`config.mk`:
```
export PLATFORM = sky130hd
export DESIGN_NAME = sha256_byte_stream_hasher_top_flat
export DESIGN_NICKNAME = d
export VERILOG_FILES = /design/src/design/sha256_pkg.sv /design/src/design/sha256_in_if.sv /design/src/design/sha256_out_if.sv /design/src/design/sha256_round.sv /design/src/design/sha256_byte_stream_hasher_top.sv /design/src/flat_wrapper.sv
export SDC_FILE = /design/constraint.sdc
export NUM_CORES = 2
export LEC_CHECK = 0
export ABC_CLOCK_PERIOD_IN_PS = 52900
export BUFFER_PORTS_ARGS = -buffer_cell sky130_fd_sc_hd__buf_2
export CELL_PAD_IN_SITES_DETAIL_PLACEMENT = 1
export CELL_PAD_IN_SITES_GLOBAL_PLACEMENT = 1
export CORE_UTILIZATION = 57
export DETAILED_ROUTE_END_ITERATION = 7
export GPL_ROUTABILITY_DRIVEN = 1
export PLACE_DENSITY_LB_ADDON = 0.1
export RECOVER_POWER = 50
export SLEW_MARGIN = 25
export SYNTH_ARGS = -nofsm -noshare
export SYNTH_HDL_FRONTEND = slang
export SYNTH_SLANG_ARGS = --single-unit
```
`constraint.sdc`:
```
create_clock -name clk -period 52.9 [get_ports clk]
set_clock_uncertainty 0.2 [all_clocks]
set_input_delay 2.645 -clock clk [delete_from_list [all_inputs] [get_ports clk]]
set_output_delay 2.645 -clock clk [all_outputs]
set_load 0.03 [all_outputs]
```
`src/design/sha256_pkg.sv`:
```
// Types and constants for the SHA-256 byte stream hasher.
// No dependencies.
package sha256_pkg;
	typedef struct packed {
		logic [7:0] msg_byte;
		logic       byte_present;
		logic       end_of_message;
	} in_t;

	typedef struct packed {
		logic [31:0] digest_word;
		logic [2:0]  word_number;
		logic        last_word;
	} out_t;

	typedef enum logic [6:0] {
		ST_IDLE  = 7'b0000001,
		ST_LOAD  = 7'b0000010,
		ST_ROUND = 7'b0000100,
		ST_ADD   = 7'b0001000,
		ST_PAD   = 7'b0010000,
		ST_EMIT  = 7'b0100000,
		ST_WAIT  = 7'b1000000
	} state_t;

	localparam logic [7:0] PAD_MARK = 8'h80;

	localparam logic [31:0] INIT_H [8] = '{
		32'h6a09e667, 32'hbb67ae85, 32'h3c6ef372, 32'ha54ff53a,
		32'h510e527f, 32'h9b05688c, 32'h1f83d9ab, 32'h5be0cd19};

	localparam logic [31:0] ROUND_K [64] = '{
		32'h428a2f98, 32'h71374491, 32'hb5c0fbcf, 32'he9b5dba5,
		32'h3956c25b, 32'h59f111f1, 32'h923f82a4, 32'hab1c5ed5,
		32'hd807aa98, 32'h12835b01, 32'h243185be, 32'h550c7dc3,
		32'h72be5d74, 32'h80deb1fe, 32'h9bdc06a7, 32'hc19bf174,
		32'he49b69c1, 32'hefbe4786, 32'h0fc19dc6, 32'h240ca1cc,
		32'h2de92c6f, 32'h4a7484aa, 32'h5cb0a9dc, 32'h76f988da,
		32'h983e5152, 32'ha831c66d, 32'hb00327c8, 32'hbf597fc7,
		32'hc6e00bf3, 32'hd5a79147, 32'h06ca6351, 32'h14292967,
		32'h27b70a85, 32'h2e1b2138, 32'h4d2c6dfc, 32'h53380d13,
		32'h650a7354, 32'h766a0abb, 32'h81c2c92e, 32'h92722c85,
		32'ha2bfe8a1, 32'ha81a664b, 32'hc24b8b70, 32'hc76c51a3,
		32'hd192e819, 32'hd6990624, 32'hf40e3585, 32'h106aa070,
		32'h19a4c116, 32'h1e376c08, 32'h2748774c, 32'h34b0bcb5,
		32'h391c0cb3, 32'h4ed8aa4a, 32'h5b9cca4f, 32'h682e6ff3,
		32'h748f82ee, 32'h78a5636f, 32'h84c87814, 32'h8cc70208,
		32'h90befffa, 32'ha4506ceb, 32'hbef9a3f7, 32'hc67178f2};
endpackage

```
`src/design/sha256_in_if.sv`:
```
// Input channel interface: valid/ready with one message byte item.
// Depends on sha256_pkg.
interface sha256_in_if;
	logic valid;
	logic ready;
	sha256_pkg::in_t data;
	modport source (output valid, output data, input ready);
	modport sink (input valid, input data, output ready);
endinterface

```
`src/design/sha256_out_if.sv`:
```
// Output channel interface: valid/ready with one digest word item.
// Depends on sha256_pkg.
interface sha256_out_if;
	logic valid;
	logic ready;
	sha256_pkg::out_t data;
	modport source (output valid, output data, input ready);
	modport sink (input valid, input data, output ready);
endinterface

```
`src/design/sha256_round.sv`:
```
// One SHA-256 compression round, combinational.
// Depends on sha256_pkg.
module sha256_round (
	input  logic [31:0] vin [8],
	input  logic [31:0] k,
	input  logic [31:0] w,
	output logic [31:0] vout [8]
);
	function automatic logic [31:0] ror(input logic [31:0] v, input int n);
		return (v >> n) | (v << (32 - n));
	endfunction

	logic [31:0] t1, t2, e, a;

	always_comb begin
		e = vin[4];
		a = vin[0];
		t1 = vin[7] + (ror(e, 6) ^ ror(e, 11) ^ ror(e, 25))
			+ ((e & vin[5]) ^ (~e & vin[6])) + k + w;
		t2 = (ror(a, 2) ^ ror(a, 13) ^ ror(a, 22))
			+ ((a & vin[1]) ^ (a & vin[2]) ^ (vin[1] & vin[2]));
		vout[7] = vin[6];
		vout[6] = vin[5];
		vout[5] = vin[4];
		vout[4] = vin[3] + t1;
		vout[3] = vin[2];
		vout[2] = vin[1];
		vout[1] = vin[0];
		vout[0] = t1 + t2;
	end
endmodule

```
`src/design/sha256_byte_stream_hasher_top.sv`:
```
// Top level of the SHA-256 byte stream hasher: byte buffer memory, schedule
// window, round sequencer, padding and digest output. Depends on sha256_pkg,
// sha256_in_if, sha256_out_if and sha256_round.
//
//   channel  | dir | payload                                   | handshake
//   in_ch    | in  | msg_byte, byte_present, end_of_message    | valid/ready
//   out_ch   | out | digest_word, word_number, last_word       | valid/ready
//
// A byte transaction is taken in the cycle it is offered while idle.
// A block that is complete stalls the input while its 64 bytes are read from the
// buffer memory, the last read is awaited, 64 rounds run and one chain add is made.
// End of message pads the block from pos on and compresses it, plus one more pad
// block and compression if the length no longer fits or the last byte filled the block.
// Then eight output transactions follow, at most one per cycle.
// arst_n clears control state; the memories hold no reset contents.
// A stalled output holds its word; no input is taken until the digest is out.
module sha256_byte_stream_hasher_top (
	input logic clk,
	input logic arst_n,
	sha256_in_if.sink in_ch,
	sha256_out_if.source out_ch
);
	// byte buffer: 64 x 8, written by byte input or padding, read during load
	logic [7:0]  buf_mem [64];
	logic [7:0]  buf_rd_s1;
	// schedule window: 16 words kept in flops (fixed expansion taps, indexed read in rounds 0..15)
	logic [31:0] w_q [16];
	logic [31:0] v_q [8];
	logic [31:0] vnext [8];
	logic [31:0] h_q [8];
	logic [63:0] count_q;
	logic [5:0]  idx_q;       // load byte index / round counter / pad position
	logic [2:0]  out_idx_q;
	logic        final_q;     // compression belongs to padding
	logic        second_q;    // another padded block follows
	logic        rd_vld_s1;
	logic [5:0]  rd_addr_s1;
	sha256_pkg::state_t state_q;

	logic [31:0] w_cur, w_new;
	logic [31:0] x2, x15;
	logic [31:0] s0, s1;
	logic [63:0] bits;

	function automatic logic [31:0] ror(input logic [31:0] v, input int n);
		return (v >> n) | (v << (32 - n));
	endfunction

	sha256_round u_round (.vin(v_q), .k(sha256_pkg::ROUND_K[idx_q]), .w(w_cur), .vout(vnext));

	// expansion: window taps at fixed places, w_q[0] is oldest
	always_comb begin
		x2  = w_q[14];
		x15 = w_q[1];
		s1 = ror(x2, 17) ^ ror(x2, 19) ^ (x2 >> 10);
		s0 = ror(x15, 7) ^ ror(x15, 18) ^ (x15 >> 3);
		w_new = s1 + w_q[9] + s0 + w_q[0];
		w_cur = (idx_q < 6'd16) ? w_q[idx_q[3:0]] : w_new;
		bits = {count_q[60:0], 3'b000};
	end

	assign in_ch.ready = (state_q == sha256_pkg::ST_IDLE);
	assign out_ch.valid = (state_q == sha256_pkg::ST_EMIT);
	assign out_ch.data.digest_word = h_q[out_idx_q];
	assign out_ch.data.word_number = out_idx_q;
	assign out_ch.data.last_word = (out_idx_q == 3'd7);

	// buffer memory write and registered read
	logic        wr_en;
	logic [5:0]  wr_addr;
	logic [7:0]  wr_data;
	logic [5:0]  pad_pos;
	always_comb begin
		wr_en = 1'b0;
		wr_addr = count_q[5:0];
		wr_data = in_ch.data.msg_byte;
		pad_pos = idx_q;
		if (state_q == sha256_pkg::ST_IDLE && in_ch.valid && in_ch.data.byte_present) begin
			wr_en = 1'b1;
		end else if (state_q == sha256_pkg::ST_PAD) begin
			wr_en = 1'b1;
			wr_addr = pad_pos;
			if (!second_q && pad_pos >= 6'd56) begin
				// length big-endian: byte 56 takes bits 63..56
				wr_data = bits[{~pad_pos[2:0], 3'b111} -: 8];
			end else if (pad_pos == count_q[5:0] && !final_q) begin
				wr_data = sha256_pkg::PAD_MARK;
			end else begin
				wr_data = 8'h00;
			end
		end
	end

	always_ff @(posedge clk) begin
		if (wr_en) begin
			buf_mem[wr_addr] <= wr_data;
		end
		buf_rd_s1 <= buf_mem[idx_q];
		rd_addr_s1 <= idx_q;
	end

	always_ff @(posedge clk or negedge arst_n) begin
		if (!arst_n) begin
			state_q <= sha256_pkg::ST_IDLE;
			count_q <= '0;
			idx_q <= '0;
			out_idx_q <= '0;
			final_q <= 1'b0;
			second_q <= 1'b0;
			rd_vld_s1 <= 1'b0;
			for (int i = 0; i < 8; i++) h_q[i] <= sha256_pkg::INIT_H[i];
		end else begin
			rd_vld_s1 <= (state_q == sha256_pkg::ST_LOAD);
			case (state_q)
				sha256_pkg::ST_IDLE: begin
					if (in_ch.valid) begin
						if (in_ch.data.byte_present) begin
							count_q <= count_q + 64'd1;
						end
						if (in_ch.data.byte_present && count_q[5:0] == 6'd63) begin
							// block complete: compress, then a fresh pad block if end follows
							final_q <= 1'b0;
							second_q <= in_ch.data.end_of_message;
							idx_q <= '0;
							state_q <= sha256_pkg::ST_LOAD;
						end else if (in_ch.data.end_of_message) begin
							idx_q <= in_ch.data.byte_present ? count_q[5:0] + 6'd1 : count_q[5:0];
							final_q <= 1'b0;
							second_q <= ((in_ch.data.byte_present ? count_q[5:0] + 6'd1
								: count_q[5:0]) >= 6'd56);
							state_q <= sha256_pkg::ST_PAD;
						end
					end
				end
				sha256_pkg::ST_PAD: begin
					// final_q used here as "mark already written"
					final_q <= 1'b1;
					idx_q <= idx_q + 6'd1;
					if (idx_q == 6'd63) begin
						idx_q <= '0;
						state_q <= sha256_pkg::ST_LOAD;
					end
				end
				sha256_pkg::ST_LOAD: begin
					idx_q <= idx_q + 6'd1;
					if (rd_vld_s1) begin
						w_q[rd_addr_s1[5:2]] <= {w_q[rd_addr_s1[5:2]][23:0], buf_rd_s1};
					end
					if (idx_q == 6'd63) begin
						state_q <= sha256_pkg::ST_WAIT;
					end
				end
				sha256_pkg::ST_WAIT: begin
					w_q[rd_addr_s1[5:2]] <= {w_q[rd_addr_s1[5:2]][23:0], buf_rd_s1};
					for (int i = 0; i < 8; i++) v_q[i] <= h_q[i];
					idx_q <= '0;
					state_q <= sha256_pkg::ST_ROUND;
				end
				sha256_pkg::ST_ROUND: begin
					v_q <= vnext;
					if (idx_q >= 6'd16) begin
						for (int i = 0; i < 15; i++) w_q[i] <= w_q[i + 1];
						w_q[15] <= w_new;
					end else if (idx_q == 6'd15) begin
						// window now in order, oldest first
					end
					idx_q <= idx_q + 6'd1;
					if (idx_q == 6'd63) state_q <= sha256_pkg::ST_ADD;
				end
				sha256_pkg::ST_ADD: begin
					for (int i = 0; i < 8; i++) h_q[i] <= h_q[i] + v_q[i];
					idx_q <= '0;
					if (second_q) begin
						second_q <= 1'b0;
						state_q <= sha256_pkg::ST_PAD;
					end else if (final_q) begin
						out_idx_q <= '0;
						state_q <= sha256_pkg::ST_EMIT;
					end else begin
						state_q <= sha256_pkg::ST_IDLE;
					end
				end
				sha256_pkg::ST_EMIT: begin
					if (out_ch.ready) begin
						out_idx_q <= out_idx_q + 3'd1;
						if (out_idx_q == 3'd7) begin
							for (int i = 0; i < 8; i++) h_q[i] <= sha256_pkg::INIT_H[i];
							count_q <= '0;
							final_q <= 1'b0;
							state_q <= sha256_pkg::ST_IDLE;
						end
					end
				end
				default: state_q <= sha256_pkg::ST_IDLE;
			endcase
		end
	end
endmodule

```
`src/flat_wrapper.sv`:
```
// flat-port wrapper written by rule: the top's interface ports become plain ports
module sha256_byte_stream_hasher_top_flat 
  (clk, arst_n, in_ch_valid, in_ch_data, in_ch_ready, out_ch_valid, out_ch_data, out_ch_ready);
  sha256_in_if in_ch_i ();
  sha256_out_if out_ch_i ();
  input logic clk;
  input logic arst_n;
  input wire logic [$bits(in_ch_i.valid)-1:0] in_ch_valid;
  input wire logic [$bits(in_ch_i.data)-1:0] in_ch_data;
  output wire logic [$bits(in_ch_i.ready)-1:0] in_ch_ready;
  output wire logic [$bits(out_ch_i.valid)-1:0] out_ch_valid;
  output wire logic [$bits(out_ch_i.data)-1:0] out_ch_data;
  input wire logic [$bits(out_ch_i.ready)-1:0] out_ch_ready;
  assign in_ch_i.valid = in_ch_valid;
  assign in_ch_i.data = in_ch_data;
  assign in_ch_ready = in_ch_i.ready;
  assign out_ch_valid = out_ch_i.valid;
  assign out_ch_data = out_ch_i.data;
  assign out_ch_i.ready = out_ch_ready;
  sha256_byte_stream_hasher_top u_core (.clk(clk), .arst_n(arst_n), .in_ch(in_ch_i), .out_ch(out_ch_i));
endmodule
```
After elaboration in Yosys (flattened, before gate mapping)
Memory sizes are Yosys's and may differ from the RTL's. A register that Yosys moved wholly into a read port is not among the register bits.
Index checks and enable logic that the tools add are counted.
{ "classes": {"eq_ne": 21, "bitwise_logic": 31, "shift": 1, "reduce_logical": 27, "mux": 68, "magnitude_cmp": 6, "n_addsub": 22} }
{ "ops": {"columns": ["operator", "count"], "rows": [
  ["256-bit case mux with 2 select lines", 2],
  ["32-bit adder", 18],
  ["256-bit 2-to-1 mux", 2],
  ["32-bit bitwise XOR", 9],
  ["64-bit 2-to-1 mux", 4],
  ["32-bit 2-to-1 mux", 7],
  ["32-bit bitwise AND", 5],
  ["64-bit case mux with 2 select lines", 1],
  ["32-bit binary-select mux with 3-bit select", 1],
  ["71-bit by 7-bit variable part select with 8-bit output", 1],
  ["64-bit by 1-bit adder with 64-bit output, second input constant", 1],
  ["7-bit 2-to-1 mux", 9],
  ["7-bit case mux with 7 select lines", 1],
  ["6-bit 2-to-1 mux", 8],
  ["8-bit 2-to-1 mux", 4],
  ["32-bit inverter", 1],
  ["10-bit by 32-bit bitwise OR with 32-bit output", 1],
  ["13-bit by 32-bit bitwise OR with 32-bit output", 1],
  ["14-bit by 32-bit bitwise OR with 32-bit output", 1],
  ["15-bit by 32-bit bitwise OR with 32-bit output", 1],
  ["19-bit by 32-bit bitwise OR with 32-bit output", 1],
  ["21-bit by 32-bit bitwise OR with 32-bit output", 1],
  ["25-bit by 32-bit bitwise OR with 32-bit output", 1],
  ["26-bit by 32-bit bitwise OR with 32-bit output", 1],
  ["other kinds (47)", 94]
]} }
{ "word_totals": {"mem_bits_rw": 1024, "wordCells": 203, "inputBits": 14, "mem_bits_ro": 2048, "output_inout_bits": 38, "regBits": 601, "memories": 3} }
{ "mem_list": {"columns": ["memory", "words", "width", "read_ports", "rd_ports_with_merged_regs", "wr", "line", "source"], "rows": [
  ["(name not given)", 64, 32, 1, 0, 0, "sha256_byte_stream_hasher_top.sv:49", "sha256_round u_round (.vin(v_q), .k(sha256_pkg::ROUND_K[idx_q]), .w(w_cur), .vout(vnext));"],
  ["u_core.buf_mem", 64, 8, 1, 1, 1, "sha256_byte_stream_hasher_top.sv:24", "logic [7:0] buf_mem [64];"],
  ["u_core.w_q", 16, 32, 18, 1, 16, "sha256_byte_stream_hasher_top.sv:27", "logic [31:0] w_q [16];"]
]} }

Logic depth before layout (Yosys ltp)
An unclocked memory read counts as a cell.
{ "depth": {"depth_word": 11, "depth_mapped": 51, "ltp_nobuf": 49} }

Cells and area by module
From an unflattened synthesis, not the netlist that was laid out.
{ "unflattened": {"hier_cells": 9022, "area_unflattened_um2": 103464.2} }
{ "by_module_without_submodules": {"columns": ["mod", "seq_area_each_um2", "cells_each", "area_each_um2", "instances"], "rows": [
  ["sha256_byte_stream_hasher_top", 47256.6, 7731, 92706.4, 1],
  ["sha256_round", 0.0, 1291, 10757.8, 1]
]} }

Worst setup path before layout
No wires, ideal clock.
{ "synth_timing": {"path_kind": "input-to-reg", "startpoint": "in arst_n", "endpoint": "reg u_core.v_q[0] in the netlist's numbering, enable pin", "cell_stages": 1, "setup_time_ns": 1.268, "t_required_ns": 51.432, "setup_slack_ns": 30.370, "arrival_ns": 21.062, "n_path_buf": 0, "cell_sequence": "a21boi_0"} }
{ "synth_between": {"elab_chain_cells": 1} }
{ "synth_lines": {"columns": ["item", "line", "source"], "rows": [
  ["from (decl)", "flat_wrapper.sv:7", "input logic arst_n;"],
  ["2-bit AND reduction (no source line)", null, null],
  ["to (signal assigned)", "sha256_byte_stream_hasher_top.sv:160", "v_q <= vnext;"],
  ["to (decl)", "sha256_byte_stream_hasher_top.sv:28", "logic [31:0] v_q [8];"]
]} }
No other way between the ends.
A chain may end at the register's enable or synchronous reset.

Worst setup path after layout
{ "layout_timing": {"startpoint": "in arst_n", "endpoint": "reg u_core.v_q[89] in the netlist's numbering, enable pin"} }
Same word-level chain as after synthesis.

==> impl_results.md <==
* Hold_sp: u_core.h_q[191]
* Seq. cell area at 0.0473 mm^2
* Skew-Pair Late Insertion Delay at 0.88 ns
* Synth cell types at 104
* Async set or reset register ratio after synthesis at 0.206
* Failing checks: capacitance limit, slew limit
* Final Max Slew Viols at 2125
* Final setup violation count at 0
* Kind of critical path: input port to register
* Setup_tns at 0 ns
* Clock buffer depth at 3
* Yosys reg bits at 1628
* Flop2flop setup slack at 39.34 ns
* Multi-input gate area at 0.0510 mm^2
* Ports at 52
* # fillers at 17800
* EDFF count, synth at 1280
* DRC viols at 0
* Fin nets at 9277
* Die ar. at 0.181 mm^2
* Post-synth top area share at 0.376
* Worst Path Arrival at 14.44 ns
* Final core occ at 0.617
* Die Ht at 425 um
* Initial antenna violation count at 13
* Final global-route overflow total at 0
* Detailed router's first-iteration violation count at 8332
* First-pass DRT Iterations at 8
* Wire per inst at 33.0 um
* Clk root buf: clkbuf_16
* Number of setup buffers added after CTS at 0
* Netlist Area Pre-Place at 0.102 mm^2
* Maximum clock frequency at 0.0699 GHz
* Port buffer count at 51
* Die X at 425 um
* Endpoint, Worst Hold: u_core.h_q[191]
* Post-route clock period utilization at 0.270
* Post-synthesis sequential area ratio at 0.463
* Syn Area/Cell at 11.5 um^2
* Startpoint types: input port
* Synth area leaders: edfxtp_1 (38%), mux4_2 (11%), a21o_1 (5.1%)
* CP max FO at 131
* Hold Crit Class: register to register
* Antenna-violating nets left at 0
* Reg2reg start: u_core.state_q[6]
* Hold Vio Cnt, Final at 0
* RSZ-0062 raised after global routing: false
* Min Clock Period, post-route at 14.30 ns
* First-pass GRT wire length at 540000 um
* FF-to-FF path depth at 5
* Worst R2R End: u_core.v_q[89]
* Row Count at 155
* Syn-to-layout area delta at 7.68%
* Hold buffers post-CTS at 0
* All-layer global routing usage at 0.406
* Pin count of the biggest net entering global routing at 230
* Routed vias/inst at 6.89
* Hold_ws at 0.327 ns
* Hold Crit Depth at 1
* Status: finished, violations left
* Setup ws final at 38.60 ns
* Area of the core at 0.178 mm^2
* Crit end category: register
* Syn Inst Count at 8907
* Max-cap violations at 50
* Synth warnings at 0
* Layout cell share with drive strength beyond 1 at 0.131
* Slew HR at -4.90
* Data required time of the critical path at 53.05 ns
* Num CTS Buffers at 179
* CTS tree: done
* Place WS at 40.56 ns
* Starting Density at 0.573
* Htree depth at 4
* Via Count at 76900
* Post-cts resize count at 0
* Vias in the first global route at 79300
* GPL Wtd Cong at 0.978
* Clk pin slew, worst setup/hold paths at 0.06 ns
* Mapped Nets at 9522
* Detail Placement HPWL at 252000 um
* Final wirelength at 368000 um
* Post-synth top area cell: edfxtp_1
* Worst-Margin Slew at 8.85 ns
* CTS Sinks at 1628
* Main synth FF type: edfxtp_1
cells in the mapped netlist (59+ instances only):
master	count
nor3_1	118
a21o_1	694
mux4_2	516
dfstp_2	137
a31oi_1	59
a211oi_1	61
xor2_1	277
nand2_1	1113
dfrtp_1	199
edfxtp_1	1280
nor2_1	401
inv_1	461
buf_1	86
o21bai_1	76
nand3_1	161
a21oi_1	463
xnor2_1	355
o21ai_0	552
clkbuf_1	452
nand2b_1	80
fa_1	195
ha_1	406
through the flow:
step                      area [um^2]  std cells
final                          110000      11200
after global routing           110000      11200
after CTS                      110000      11200
after detailed placement       104000      10800
after global placement         104000      10800
after floorplan                102000       8907
flip-flops by register name, summed over array words and instances (netlist names):
| name | count |
|---|---|
| u_core.rd_vld_s1 | 1 |
| u_core.buf_rd_s1 | 8 |
| u_core.buf_mem | 512 |
| u_core.h_q | 256 |
| u_core.final_q | 1 |
| u_core.v_q | 256 |
| u_core.rd_addr_s1 | 4 |
| u_core.state_q | 7 |
| u_core.second_q | 1 |
| u_core.count_q | 61 |
| u_core.out_idx_q | 3 |
| u_core.w_q | 512 |
| u_core.idx_q | 6 |
placed cells by master (no fill, tap or decap), types with 137 or more instances in the layout:
cell type  count
a21o_1       694
a21oi_1      462
clkbuf_16    180
dfrtp_1      194
dfstp_2      137
edfxtp_1    1280
fa_1         195
ha_1         406
inv_1        461
mux4_2       516
nand2_1     1113
nand3_1      160
nor2_1       400
o21ai_0      543
xnor2_1      355
xor2_1       277
cell families after synthesis:
family	synth area share
AO/OA/AOI/OAI	0.139
XOR/XNOR	0.0543
adder cells (fa/ha/maj)	0.0884
buffers and inverters	0.0395
flip-flops	0.463
multiplexers	0.121
AND/OR/NAND/NOR	0.0952
final cells by class:
cell class | instances | area share
Clock inverter | 100 | 0.0107
Inverter | 464 | 0.0159
Sequential cell | 1628 | 0.430
Timing Repair Buffer | 166 | 0.00961
Tap cell | 2355 | 0.0268
Clock buffer | 228 | 0.0434
Multi-Input combinational cell | 6223 | 0.464
Antenna cell | 3 | 0.0000682
layer usage:
metal  routed length (um)  global-route usage  up-vias  share of wire
met5                   92                   0        -        0.00025
met4                23200               0.216       14          0.063
met3                28700              0.0655     1050          0.078
met2               178000               0.668     4029           0.48
met1               138000               0.517    39700           0.37
li1                     -                   -    32100              -
how the worst max path moves through the flow:
| stage | from | to | slack [ns] | cells past startpoint |
|---|---|---|---|---|
| after CTS | u_core.w_q[14][19] | u_core.v_q[255] | 40.54 | 47 |
| after floorplan | arst_n | u_core.v_q[0] | 30.37 | 1 |
| after global routing | arst_n | u_core.v_q[89] | 38.02 | 4 |
| after global placement | u_core.w_q[14][21] | u_core.v_q[255] | 40.94 | 47 |
| after detailed placement | u_core.w_q[14][19] | u_core.v_q[255] | 40.56 | 47 |
| final | arst_n | u_core.v_q[89] | 38.60 | 4 |
worst max-delay path, cell delays in order:
cell and delay [ns]:
clkbuf_1 1.94, a21boi_0 0.29, clkbuf_1 6.13, clkbuf_1 3.24
Power is not shown: default switching activity piles up to over one toggle a cycle in this logic, so the estimate is an artifact.
